==> config.mk <==
export PLATFORM = sky130hd
export DESIGN_NAME = utf8_stream_validator
export DESIGN_NICKNAME = d
export VERILOG_FILES = /design/src/design/utf8v_pkg.sv /design/src/design/utf8_stream_validator.sv
export SDC_FILE = /design/constraint.sdc
export NUM_CORES = 1
export LEC_CHECK = 0
export BUFFER_PORTS_ARGS = -buffer_cell sky130_fd_sc_hd__buf_4
export CORE_MARGIN = 5
export CORE_UTILIZATION = 30
export CTS_BUF_LIST = sky130_fd_sc_hd__clkbuf_2 sky130_fd_sc_hd__clkbuf_4 sky130_fd_sc_hd__clkbuf_8
export CTS_CLUSTER_SIZE = 28
export DETAILED_ROUTE_END_ITERATION = 8
export SLEW_MARGIN = 40
export SYNTH_ARGS = -nofsm -noshare
export SYNTH_HDL_FRONTEND = slang
export SYNTH_SLANG_ARGS = --single-unit
==> constraint.sdc <==
create_clock -name clk -period 1.9 [get_ports clk]
set_input_delay 0.38 -clock clk [delete_from_list [all_inputs] [get_ports clk]]
set_output_delay 0.38 -clock clk [all_outputs]
set_load 0.01 [all_outputs]
==> src/design/utf8v_pkg.sv <==
// utf8v_pkg: shared types and byte constants for the utf-8 stream validator
// no dependencies
`timescale 1ns / 1ps

package utf8v_pkg;

  // limit on the byte that follows certain lead bytes
  typedef enum logic [2:0] {
    RULE_NONE   = 3'd0,
    RULE_MIN_A0 = 3'd1,
    RULE_MAX_9F = 3'd2,
    RULE_MIN_90 = 3'd3,
    RULE_MAX_8F = 3'd4
  } rule_t;

  localparam logic [7:0] CONT_MASK   = 8'hC0;
  localparam logic [7:0] CONT_MARK   = 8'h80;
  localparam logic [7:0] ASCII_TOP   = 8'h80;
  localparam logic [7:0] CTRL_TOP    = 8'h20;
  localparam logic [7:0] BYTE_TAB    = 8'h09;
  localparam logic [7:0] BYTE_LF     = 8'h0A;
  localparam logic [7:0] BYTE_CR     = 8'h0D;
  localparam logic [7:0] LEAD2_LO    = 8'hC2;
  localparam logic [7:0] LEAD2_HI    = 8'hDF;
  localparam logic [7:0] LEAD3_LO    = 8'hE0;
  localparam logic [7:0] LEAD3_HI    = 8'hEF;
  localparam logic [7:0] LEAD3_SURR  = 8'hED;
  localparam logic [7:0] LEAD4_LO    = 8'hF0;
  localparam logic [7:0] LEAD4_HI    = 8'hF4;
  localparam logic [7:0] LIMIT_A0    = 8'hA0;
  localparam logic [7:0] LIMIT_90    = 8'h90;

endpackage

==> src/design/utf8_stream_validator.sv <==
// utf8_stream_validator: strict utf-8 check of a byte stream, one verdict per string
// depends on utf8v_pkg
`timescale 1ns / 1ps

// Usage
//   Input channel: in_valid / in_stall carry one beat per string byte, text_byte
//   with final_byte high on the last byte of the string. Output channel:
//   out_valid / out_stall carry one beat per string, string_valid high when the
//   whole string was well-formed utf-8 with no bytes below 0x20 other than tab,
//   LF and CR. Bytes that are not last produce no output beat.
//   Throughput: one byte per cycle while in_stall is low; the per-byte decision
//   is a single level of compare logic feeding the parser state registers.
//   The verdict appears in the output register in the cycle after the last
//   byte is accepted.
//   When the receiver stalls with a verdict waiting, in_stall goes high until
//   that verdict is taken; the waiting verdict is held unchanged.
//   Reset (rst, synchronous) clears the parser state and drops out_valid; the
//   block accepts bytes in the first cycle after reset.
//   An error is sticky until the last byte, after which the state clears.

module utf8_stream_validator
  import utf8v_pkg::*;
(
  input  logic       clk,
  input  logic       rst,
  input  logic       in_valid,
  output logic       in_stall,
  input  logic [7:0] text_byte,
  input  logic       final_byte,
  output logic       out_valid,
  input  logic       out_stall,
  output logic       string_valid
);

  logic [1:0] bytes_still_expected, bytes_still_expected_next;
  rule_t      second_byte_rule, second_byte_rule_next;
  logic       error_seen, error_seen_next;
  logic       out_valid_next;
  logic       accept;
  logic       second_ok;
  logic       verdict;

  assign in_stall = out_valid && out_stall;
  assign accept   = in_valid && !in_stall;

  always_comb begin
    case (second_byte_rule)
      RULE_MIN_A0: second_ok = (text_byte >= LIMIT_A0);
      RULE_MAX_9F: second_ok = (text_byte <  LIMIT_A0);
      RULE_MIN_90: second_ok = (text_byte >= LIMIT_90);
      RULE_MAX_8F: second_ok = (text_byte <  LIMIT_90);
      default:     second_ok = 1'b1;
    endcase
  end

  always_comb begin
    bytes_still_expected_next = bytes_still_expected;
    second_byte_rule_next     = second_byte_rule;
    error_seen_next           = error_seen;
    if (bytes_still_expected != 2'd0) begin
      // a bad continuation still uses up its slot
      if (((text_byte & CONT_MASK) != CONT_MARK) || !second_ok)
        error_seen_next = 1'b1;
      bytes_still_expected_next = bytes_still_expected - 2'd1;
      second_byte_rule_next     = RULE_NONE;
    end else if (text_byte < ASCII_TOP) begin
      if (text_byte < CTRL_TOP && text_byte != BYTE_TAB &&
          text_byte != BYTE_LF && text_byte != BYTE_CR)
        error_seen_next = 1'b1;
    end else if (text_byte >= LEAD2_LO && text_byte <= LEAD2_HI) begin
      bytes_still_expected_next = 2'd1;
      second_byte_rule_next     = RULE_NONE;
    end else if (text_byte >= LEAD3_LO && text_byte <= LEAD3_HI) begin
      bytes_still_expected_next = 2'd2;
      if (text_byte == LEAD3_LO)
        second_byte_rule_next = RULE_MIN_A0;
      else if (text_byte == LEAD3_SURR)
        second_byte_rule_next = RULE_MAX_9F;
      else
        second_byte_rule_next = RULE_NONE;
    end else if (text_byte >= LEAD4_LO && text_byte <= LEAD4_HI) begin
      bytes_still_expected_next = 2'd3;
      if (text_byte == LEAD4_LO)
        second_byte_rule_next = RULE_MIN_90;
      else if (text_byte == LEAD4_HI)
        second_byte_rule_next = RULE_MAX_8F;
      else
        second_byte_rule_next = RULE_NONE;
    end else begin
      error_seen_next = 1'b1;
    end
  end

  // cut-short sequences fail here too
  assign verdict = !error_seen_next && (bytes_still_expected_next == 2'd0);

  always_comb begin
    if (accept && final_byte)
      out_valid_next = 1'b1;
    else if (out_stall)
      out_valid_next = out_valid;
    else
      out_valid_next = 1'b0;
  end

  always_ff @(posedge clk) begin
    if (rst) begin
      bytes_still_expected <= 2'd0;
      second_byte_rule     <= RULE_NONE;
      error_seen           <= 1'b0;
      out_valid            <= 1'b0;
    end else begin
      out_valid <= out_valid_next;
      if (accept) begin
        if (final_byte) begin
          bytes_still_expected <= 2'd0;
          second_byte_rule     <= RULE_NONE;
          error_seen           <= 1'b0;
        end else begin
          bytes_still_expected <= bytes_still_expected_next;
          second_byte_rule     <= second_byte_rule_next;
          error_seen           <= error_seen_next;
        end
      end
    end
  end

  always_ff @(posedge clk) begin
    if (accept && final_byte)
      string_valid <= verdict;
  end

`ifndef NO_ASSERTIONS
  // the last beat of a string always leaves a clean parser behind
  a_clear_after_last: assert property (@(posedge clk) disable iff (rst)
    accept && final_byte |=> bytes_still_expected == 2'd0 && !error_seen &&
                             second_byte_rule == RULE_NONE)
    else $error("parser state not cleared after last byte");

  // three-byte limits only with two bytes due, four-byte limits only with three
  a_rule_three: assert property (@(posedge clk) disable iff (rst)
    (second_byte_rule == RULE_MIN_A0 || second_byte_rule == RULE_MAX_9F)
      |-> bytes_still_expected == 2'd2)
    else $error("three-byte limit without two bytes due");

  a_rule_four: assert property (@(posedge clk) disable iff (rst)
    (second_byte_rule == RULE_MIN_90 || second_byte_rule == RULE_MAX_8F)
      |-> bytes_still_expected == 2'd3)
    else $error("four-byte limit without three bytes due");

  // every accepted last byte yields a verdict beat in the next cycle
  a_verdict_follows: assert property (@(posedge clk) disable iff (rst)
    accept && final_byte |=> out_valid)
    else $error("verdict missing after last byte");

  // a string with an error already seen can never pass
  a_sticky_error: assert property (@(posedge clk) disable iff (rst)
    accept && final_byte && error_seen |=> !string_valid)
    else $error("string with earlier error reported valid");
`endif

endmodule
; ---- Word level (Yosys, flattened, before mapping)
; Index checks and enable logic that the tools add are counted.
[word_totals]
word_cells = 77
register_bits = 8
input_bits = 13
output_inout_bits = 3
[classes]
reduce_logical = 18
n_addsub = 1
eq_ne = 14
muxes = 27
magnitude_cmp = 12
[op_table]
columns = cell, n
row1 = "8-bit greater-or-equal comparator, second input constant", 5
row2 = "8-bit == test, second input constant", 4
row3 = "8-bit less-or-equal comparator, second input constant", 3
row4 = "8-bit < comparator, second input constant", 3
row5 = 3-bit 2-to-1 mux, 8
row6 = "8-bit by 4-bit inequality test with 1-bit output, second input constant", 3
row7 = 2-bit 2-to-1 mux, 8
row8 = 1-bit logical AND, 10
row9 = 1-bit 2-to-1 mux, 10
row10 = "8-bit by 6-bit < comparator with 1-bit output, second input constant", 1
row11 = "3-bit by 2-bit == test with 1-bit output, second input constant", 2
row12 = 5-bit nonzero test, 1
row13 = 1-bit one-hot mux with 4 select lines, 1
row14 = "3-bit by 1-bit == test with 1-bit output, second input constant", 1
row15 = "3-bit == test, second input constant", 1
row16 = 1-bit logical NOT, 3
row17 = "3-bit inequality test, second input constant", 1
row18 = 3-bit AND reduction, 1
row19 = 2-bit logical NOT, 1
row20 = "2-bit by 1-bit inequality test with 1-bit output, second input constant", 1
row21 = "2-bit inequality test, second input constant", 1
row22 = 2-bit nonzero test, 1
row23 = "2-bit by 1-bit subtractor with 2-bit output, second input constant", 1
row24 = 1-bit logical OR, 1

; ---- Depth between registers and ports, before layout
; Gate-level depths: netlist of run 1.
[depth]
word_depth = 9
ltp_mapped = 5
mapped_depth_nobuf = 5

; ---- Worst setup path before layout of run 1
; No wires, ideal clock.
[synth_path]
path_type = register -> register
start = reg bytes_still_expected[0]
end = reg second_byte_rule[2]
path_slack_ns = 0.238
path_buffers = 0
path_stages_with_launch = 6
t_required_ns = 1.828
synth_period_minus_slack_ns = 1.662
arrival_ns = 1.590
setup_ns = 0.072
path_cell_list = dfxtp_1 -> nor2_1 -> nand4_1 -> or4_1 -> or4b_1 -> mux2i_1
[synth_via]
elab_chain_len = 3
elab_cells_between_ends = 6
classes_between = eq/ne (1) / mux (2) / reduce/logical (3)
[synth_lines]
columns = element, line
row1 = start: declaration, utf8_stream_validator.sv:35  ; logic [1:0] bytes_still_expected, bytes_still_expected_next;
row2 = start signal: assignment, utf8_stream_validator.sv:120  ; bytes_still_expected <= bytes_still_expected_next;
row3 = 2-bit nonzero test (*), utf8_stream_validator.sv:60  ; if (bytes_still_expected != 2'd0) begin
row4 = 3-bit inequality test (no line) (tied with other cells), -
row5 = 3-bit AND reduction (no line) or 3-bit 2-to-1 mux (tied branches), -
row6 = end signal: assignment, utf8_stream_validator.sv:121  ; second_byte_rule <= second_byte_rule_next;
row7 = end: declaration, utf8_stream_validator.sv:36  ; rule_t second_byte_rule, second_byte_rule_next;
; Every way passes the cells marked *; elsewhere a longest branch is shown, timed or not.
; A chain may end at the register's enable or synchronous reset.

; ---- Final worst setup path of run 1
; Same ends and word-level chain as after synthesis.

==> results of run 1 <==
[metal layers]
metal,global-route usage (%),part of all wire [%],up-vias
met4,3.830,0,0
li1,-,-,316
met5,0,0,-
met2,17.56,44,14
met3,3.662,6.2,0
met1,15.88,50,272
[worst reg2reg max path: cells and delay by family (launching register included)]
family | cells | cell delay [ns]
muxes | 1 | 0.13
and+or+nand+nor | 4 | 1.26
DFF | 1 | 0.32
[flip-flops by register name, indices dropped and copies added, names as in the netlist]
name / cells
error_seen: 1
out_valid: 1
bytes_still_expected: 2
string_valid: 1
second_byte_rule: 3
[final cells by class]
type / count / area share, %
multi-input combinational: 58 / 48.36
sequential: 8 / 22.37
timing repair buffer: 19 / 18.75
tap: 25 / 4.112
clock buffer: 4 / 3.947
inverter: 5 / 2.467
[report_power, final]
group	internal, W	switching [W]
logic	0.0000458	0.0000467
clock network	0.0000948	0.0000606
registers	0.000176	0.00000218
total	0.000317	0.000109
[how the worst max path moves through the flow]
stage	slack (ns)	startpoint	endpoint	cells past startpoint
finish	0.13	bytes_still_expected[0]	second_byte_rule[2]	5
global route	0.01	bytes_still_expected[0]	second_byte_rule[2]	5
CTS	0.08	bytes_still_expected[0]	second_byte_rule[2]	5
detailed placement	0.1	text_byte[1]	second_byte_rule[0]	8
global placement	0.09	text_byte[1]	string_valid	6
floorplan	0.24	bytes_still_expected[0]	second_byte_rule[2]	5
[repair_timing]
action	4_1_cts	5_1_grt
gates resized for setup	0	1
buffers inserted	0	0
setup endpoints to repair	0	1
[cells by family after synthesis]
group | synth area share (%)
buffers and inverters | 3.386
muxes | 5.418
and+or+nand+nor | 33.19
AOI/OAI and AO/OA | 27.32
DFF | 30.70
[metrics by stage]
stage	total power, W	setup WS [ns]	utilization (%)
floorplan	0.0002233	0.2384	-
global placement	0.0002741	0.08716	41.72
detailed placement	0.0002740	0.09803	41.72
CTS	0.0004306	0.08418	43.44
global route	0.0004519	0.009954	43.58
finish	0.0004264	0.1250	43.58
[layout by cell type (no fill, tap or decap), types with 4 or more instances in the layout]
master    count
a21oi_1       4
buf_4        19
nand2b_1      6
clkbuf_4      4
dfxtp_1       7
nor2_1        4
nand2_1      10
inv_1         5
==> results.py, run 1 <==
metrics = {
    "clocking": {
        "cts_root_buffer": "clkbuf_4",
        "cts_tree": "done",
        "cts_buffer_depth": 2,
        "clk_pin_slew_ns": 0.06,
        "postCtsHoldBufs": 0,
        "cts_buffers": 3,
        "cts_sinks": 8,
        "cts_max_level": 1,
        "clock_latency_ns": 0.25,
    },
    "global_route": {
        "grt-ovfl-total": 0,
        "antenna_found_initial": 0,
        "grt_pass1_wl_microns": 2449,
        "grt_max_degree": 9,
        "grt_pass1_vias": 565,
        "grt_use_total_pct": 11.77,
    },
    "worst_setup_path": {
        "cpLargestDelayFamily": "simple AND/OR/NAND/NOR gates",
        "endpoint_kind": "flop",
        "startpoint_type": "flop",
        "r2r_end": "second_byte_rule[2]",
        "critPathBufInv": 0,
        "crit_arrival_ns": 1.96,
        "cp_data_required_time_ns": 2.08,
        "cp_slowest_cell": "or4b_1",
        "critPathMaxStageDelay_ns": 0.53,
        "cp_cell_sequence": "nor2_2 > nand4_1 > or4_1 > or4b_1 > mux2i_1",
        "critPathKind": "flop to flop",
        "ff2ff_setup_slack_ns": 0.13,
        "crit_fanout": 3,
        "rr_startpoint": "bytes_still_expected[0]",
        "reg2reg_depth": 5,
    },
    "route": {
        "drtPass1Iterations": 4,
        "drtAntennaViolNets": 0,
        "routedWlPerCell_microns": 11.81,
        "vias": 602,
        "drtIter0Drc": 17,
        "wirelength_microns": 1405,
        "remaining_drc_errors": 0,
        "viasPerCell": 5.059,
    },
    "sta": {
        "setup_violations": 0,
        "fin_skew_ns": 0.001395,
        "maxSlewHeadroom_pct": 67.27,
        "min_period_over_period_pct": 93.42,
        "period_minus_slack_ns": 1.775,
        "rsz0062_at_grt": "no",
        "worst_pin_slew_ns": 0.4785,
        "hold_viol": 0,
        "timing.hold.ws_ns": 0.3418,
        "setup-tns-final_ns": 0,
        "fmax_mhz": 563.4,
        "slew_viol_final": 0,
    },
    "final_layout": {
        "drive_gt1_share_pct": 26.60,
        "multi_input_area_sq_um": 367.9,
        "fillers": 193,
        "fin_area_sq_um": 760.7,
        "fin_nets": 108,
        "fin_cells": 119,
        "syn_to_final_growth_pct": 37.25,
        "diodes": 0,
        "regArea_sq_um": 170.2,
    },
    "floorplan": {
        "fp.coreArea_sq_um": 1745,
        "die_h_microns": 52.99,
        "dieArea_sq_um": 2807,
        "start_util_pct": 31.76,
        "num_rows": 15,
        "die_w_microns": 52.99,
        "io_pins": 16,
    },
    "synth": {
        "synthCells": 71,
        "yosysTopAreaCell": "dfxtp_1",
        "async_reset_ff_share_pct": 0,
        "synth_enable_flop_cells": 1,
        "synth-seq-area-share_pct": 30.70,
        "syn_avg_cell_area_sq_um": 7.807,
        "synth_seq_cells": 8,
        "netlist.area_leader.share_pct": 25.28,
        "synth_nets": 84,
        "syn_area_sq_um": 554.3,
        "ys_types": 29,
        "synth_ff_type": "dfxtp_1",
        "ys_top_cells_by_area": "dfxtp_1 25%, nand2_1 6.8%, nand2b_1 6.8%",
        "synthTopCellsByCount": "10 x nand2_1, 7 x dfxtp_1, 6 x nand2b_1, 5 x inv_1, 5 x nor2_1",
        "synth_warnings": 0,
        "synthMostInstantiatedCell": "nand2_1",
    },
    "min_path": {
        "hold_class": "primary input to flop",
        "hold_end": "out_valid",
        "hp-start": "rst",
        "hold_depth": 2,
    },
    "status": {
        "status": "complete, no violations",
    },
    "place": {
        "dp.cells": 115,
        "place.gp.congestion": 0.8359,
        "place_area_sq_um": 728.2,
        "place_hpwl_microns": 1142,
        "io_buffer_count": 15,
    },
    "power_and_ir_drop": {
        "pwr_density_cell_nw_per_um2": 560.5,
        "p_leak_nw": 0.3212,
        "vdd_drop_max_mv": 0.1768,
    },
    "run": {
        "maxCapViolCount": 0,
    },
}
(Power assumes the default switching activity.)
==> run 2, diff against run 1 <==
Settings changed: CTS_BUF_LIST sky130_fd_sc_hd__clkbuf_2 sky130_fd_sc_hd__clkbuf_4 sky130_fd_sc_hd__clkbuf_8 to not set.
==> run 2 against run 1 <==
  * Utilization shrank 0.21 points
  * Worst setup slack gained 0.0011 ns
  * Global-route usage shrank 0.12 points
  * Clock-buffer cell count is the same
  * Sequential power is essentially flat
  * Non-clock buffer count is the same
  * Combinational power is essentially flat
  * Sequential share of layout area grew 0.11 points
  * Die area is the same
  * Final area shrank 0.49%
==> results.py, run 2 (synthesized netlist as in run 1, its figures left out) <==
metrics = {
    "final_layout": {
        "diodes": 0,
        "final_cell_mix": "19 x buf_4, 10 x nand2_1, 7 x dfxtp_1",
        "fillers": 193,
        "regArea_sq_um": 170.2,
        "final_common_cell": "buf_4",
        "drive_gt1_share_pct": 25.53,
        "fin_area_sq_um": 757.0,
        "largest_register_ffs": 3,
        "regMostFlops": "second_byte_rule",
        "multi_input_area_sq_um": 367.9,
        "top_regs": "second_byte_rule (3), bytes_still_expected (2)",
        "syn_to_final_growth_pct": 36.57,
        "finish.utilization_pct": 43.37,
        "fin_nets": 108,
    },
    "sta": {
        "fmax_mhz": 563.7,
        "setup_ws_ns": 0.1261,
        "rsz0062_at_grt": "no",
        "slew_viol_final": 0,
        "setup_violations": 0,
        "setup-tns-final_ns": 0,
        "worst_pin_slew_ns": 0.4783,
        "fin_skew_ns": 0.0006182,
        "hold_viol": 0,
        "maxSlewHeadroom_pct": 67.29,
        "min_period_over_period_pct": 93.36,
        "period_minus_slack_ns": 1.774,
    },
    "status": {
        "status": "complete, no violations",
    },
    "run": {
        "maxCapViolCount": 0,
    },
    "clocking": {
        "cts_root_buffer": "clkbuf_4",
        "cts_buffer_depth": 2,
        "cts_sinks": 8,
        "clk_pin_slew_ns": 0.06,
        "cts_max_level": 1,
        "cts_tree": "done",
        "clock_latency_ns": 0.25,
        "postCtsHoldBufs": 0,
        "cts_buffers": 3,
    },
    "floorplan": {
        "die_w_microns": 52.99,
        "die_h_microns": 52.99,
        "num_rows": 15,
        "fp.coreArea_sq_um": 1745,
        "start_util_pct": 31.76,
        "io_pins": 16,
        "dieArea_sq_um": 2807,
    },
    "power_and_ir_drop": {
        "p_leak_nw": 0.3177,
        "vdd_drop_max_mv": 0.1760,
        "power_w": 0.0004117,
        "pwr_density_cell_nw_per_um2": 543.9,
    },
    "worst_setup_path": {
        "cp_cell_sequence": "nor2_2 > nand4_1 > or4_1 > or4b_1 > mux2i_1",
        "crit_fanout": 3,
        "cp_slowest_cell": "or4b_1",
        "critPathMaxStageDelay_ns": 0.53,
        "cp_data_required_time_ns": 2.08,
        "crit_arrival_ns": 1.96,
        "endpoint_kind": "flop",
        "critPathKind": "flop to flop",
        "startpoint_type": "flop",
    },
    "place": {
        "place_hpwl_microns": 1142,
        "place.gp.congestion": 0.8359,
        "place_area_sq_um": 728.2,
        "io_buffer_count": 15,
        "place_ws_ns": 0.09803,
    },
    "min_path": {
        "hold_class": "primary input to flop",
    },
    "global_route": {
        "grt_pass1_vias": 562,
        "grt_use_total_pct": 11.65,
        "grt_pass1_wl_microns": 2421,
        "antenna_found_initial": 0,
        "grt_max_degree": 9,
        "grt-ovfl-total": 0,
    },
    "route": {
        "routedWlPerCell_microns": 11.85,
        "drtIter0Drc": 17,
        "drtAntennaViolNets": 0,
        "viasPerCell": 5.050,
        "vias": 601,
        "remaining_drc_errors": 0,
        "drtPass1Iterations": 3,
        "wirelength_microns": 1410,
    },
}
## run 2: changes by cell type in the layout (fill, tap and decap cells not counted)
cell	delta
clkbuf_1	+1
clkbuf_4	-1
## run 2: where the power goes
| group | switching (W) | leakage, nW | internal [W] | total (W) |
|---|---|---|---|---|
| registers | 0.00000220 | 0.0662 | 0.000176 | 0.000179 |
| logic | 0.0000468 | 0.237 | 0.0000458 | 0.0000926 |
| clock network | 0.0000601 | 0.0150 | 0.0000805 | 0.000141 |
| total | 0.000109 | 0.318 | 0.000303 | 0.000412 |
## run 2: metrics by stage
stage	std cells	hold slack, ns
5_1_grt	119	0.3499
3_3_place_gp	115	0.4921
2_1_floorplan	71	0.4491
3_5_place_dp	115	0.4919
4_1_cts	119	0.3391
6_report	119	0.3420
## run 2: what timing repair did
item                                    4_1_cts  5_1_grt
setup buffers                                 0        0
gates resized for setup                       0        1
endpoints found under the setup margin        0        1
endpoints found under the hold margin         0        0
## run 2: final cells by class
cell class              instances  share of cell area [%]
repair buffers                 19                   18.84
multi-input cells              58                   48.60
inverters                       5                   2.479
well taps                      25                   4.132
clock buffers                   4                   3.471
flip-flops and latches          8                   22.48
## run 2: per-layer routing
layer  routed length (microns)  GRT usage (%)  vias up  part of all wire [%]
met2                       613          17.56       14                    43
met3                        87          3.662        0                   6.2
met5                         0              0        -                     0
met4                         0          3.830        0                     0
li1                          -              -      316                     -
met1                       708          15.54      271                    50
## run 2: critical path: cells and delay by family, from the launching register on
| kind | cells | cell delay, ns |
|---|---|---|
| and+or+nand+nor | 4 | 1.26 |
| muxes | 1 | 0.13 |
| DFF | 1 | 0.32 |
## run 2: path summary, 6_finish.rpt
kind	startpoint	end	slack [ns]	depth (start not counted)
max	bytes_still_expected[0]	second_byte_rule[2]	0.13	5
max reg2reg	bytes_still_expected[0]	second_byte_rule[2]	0.13	5
min	rst	out_valid	0.34	2
min reg2reg	second_byte_rule[2]	second_byte_rule[2]	0.50	2
==> run 3, diff against run 2 <==
Settings changed: RECOVER_POWER set to 100.
==> run 3 against run 2 <==
  * Clock power hardly changed
  * Non-clock buffer count stayed put
  * Utilization is 1.1 points lower
  * Worst setup slack hardly changed
  * Sequential power hardly changed
  * Maximum frequency hardly changed
  * Critical path depth stayed put
  * Worst hold slack better by 0.00056 ns
  * Total power is 1.3% lower
  * Die area stayed put
  * Clock skew hardly changed
  * Flip-flop and latch count stayed put
  * Largest power group unchanged
==> results.py, run 3 (synthesized netlist as in run 1, its figures left out) <==
metrics = {
    "clocking": {
        "cts_tree": "done",
        "cts_resized": 0,
        "cts_buffers": 3,
        "cts_sinks": 8,
        "clk_pin_slew_ns": 0.06,
        "cts_setup_buffers": 0,
        "postCtsHoldBufs": 0,
        "cts_buffer_depth": 2,
        "cts_root_buffer": "clkbuf_4",
        "clock_latency_ns": 0.25,
        "cts_max_level": 1,
    },
    "min_path": {
        "hold_class": "primary input to flop",
    },
    "route": {
        "routedWlPerCell_microns": 12.00,
        "vias": 607,
        "drtIter0Drc": 21,
        "drtAntennaViolNets": 0,
        "wirelength_microns": 1428,
        "viasPerCell": 5.101,
        "drtPass1Iterations": 4,
        "remaining_drc_errors": 0,
    },
    "place": {
        "place.gp.congestion": 0.8359,
        "place_hpwl_microns": 1142,
        "io_buffer_count": 15,
        "place_area_sq_um": 728.2,
    },
    "global_route": {
        "grt_use_total_pct": 11.65,
        "grt-ovfl-total": 0,
        "grt_pass1_wl_microns": 2421,
        "antenna_found_initial": 0,
        "grt_max_degree": 9,
        "grt_pass1_vias": 562,
    },
    "final_layout": {
        "regArea_sq_um": 170.2,
        "final_common_cell": "buf_4",
        "top_regs": "second_byte_rule (3), bytes_still_expected (2)",
        "drive_gt1_share_pct": 20.21,
        "fillers": 194,
        "regMostFlops": "second_byte_rule",
        "largest_register_ffs": 3,
        "syn_to_final_growth_pct": 33.18,
        "fin_nets": 108,
        "final_cell_mix": "14 x buf_4, 10 x nand2_1, 7 x dfxtp_1",
        "multi_input_area_sq_um": 367.9,
        "fin_area_sq_um": 738.2,
        "diodes": 0,
    },
    "sta": {
        "hold_viol": 0,
        "period_minus_slack_ns": 1.774,
        "setup_violations": 0,
        "timing.hold.ws_ns": 0.3425,
        "slew_viol_final": 0,
        "fmax_mhz": 563.6,
        "maxSlewHeadroom_pct": 66.86,
        "fin_skew_ns": 0.0007282,
        "worst_pin_slew_ns": 0.4846,
        "rsz0062_at_grt": "no",
        "min_period_over_period_pct": 93.39,
        "setup-tns-final_ns": 0,
    },
    "power_and_ir_drop": {
        "vdd_drop_max_mv": 0.1688,
        "power_w": 0.0004064,
        "pwr_density_cell_nw_per_um2": 550.5,
        "p_leak_nw": 0.2988,
    },
    "floorplan": {
        "fp.coreArea_sq_um": 1745,
        "start_util_pct": 31.76,
        "dieArea_sq_um": 2807,
        "die_h_microns": 52.99,
        "num_rows": 15,
        "io_pins": 16,
        "die_w_microns": 52.99,
    },
    "worst_setup_path": {
        "cp_data_required_time_ns": 2.08,
        "startpoint_type": "flop",
        "crit_fanout": 3,
        "endpoint_kind": "flop",
        "crit_arrival_ns": 1.96,
        "critPathKind": "flop to flop",
    },
    "status": {
        "status": "complete, no violations",
    },
    "run": {
        "maxCapViolCount": 0,
    },
}
-- run 3: metrics by stage --
stage | util [%] | instances | worst slack, ns
after global placement | 41.72 | 115 | 0.08716
after detailed placement | 41.72 | 115 | 0.09803
after global routing | 42.29 | 119 | 0.01083
after CTS | 43.23 | 119 | 0.08431
final | 42.29 | 119 | 0.1257
after floorplan | - | 71 | 0.2384
-- run 3: final cells by class --
class / count / share of cell area, %
flip-flops and latches: 8 / 23.05
repair buffers: 19 / 16.78
inverters: 5 / 2.542
well taps: 25 / 4.237
clock buffers: 4 / 3.559
multi-input cells: 58 / 49.83
-- run 3: routing by layer --
layer / vias up / wire length, microns / track usage [%]
met1: 274 / 709 / 15.54
met5: - / 0 / 0
met3: 0 / 94 / 3.662
met4: 0 / 0 / 3.830
li1: 317 / - / -
met2: 16 / 624 / 17.56
-- run 3: final timing paths --
path         depth (start not counted)               startpoint             endpoint  slack, ns
max                                  5  bytes_still_expected[0]  second_byte_rule[2]       0.13
min                                  2                      rst            out_valid       0.34
max reg2reg                          5  bytes_still_expected[0]  second_byte_rule[2]       0.13
min reg2reg                          2      second_byte_rule[2]  second_byte_rule[2]       0.50
-- run 3: critical path, cell delays in order, from the launching register on --
cell	delay, ns
dfxtp_1	0.32
nor2_2	0.15
nand4_1	0.14
or4_1	0.44
or4b_1	0.53
mux2i_1	0.13
-- run 3: power by group --
part	switching [W]	internal, W	total (W)
logic	0.0000467	0.0000408	0.0000875
clock network	0.0000599	0.0000805	0.000140
registers	0.00000216	0.000176	0.000179
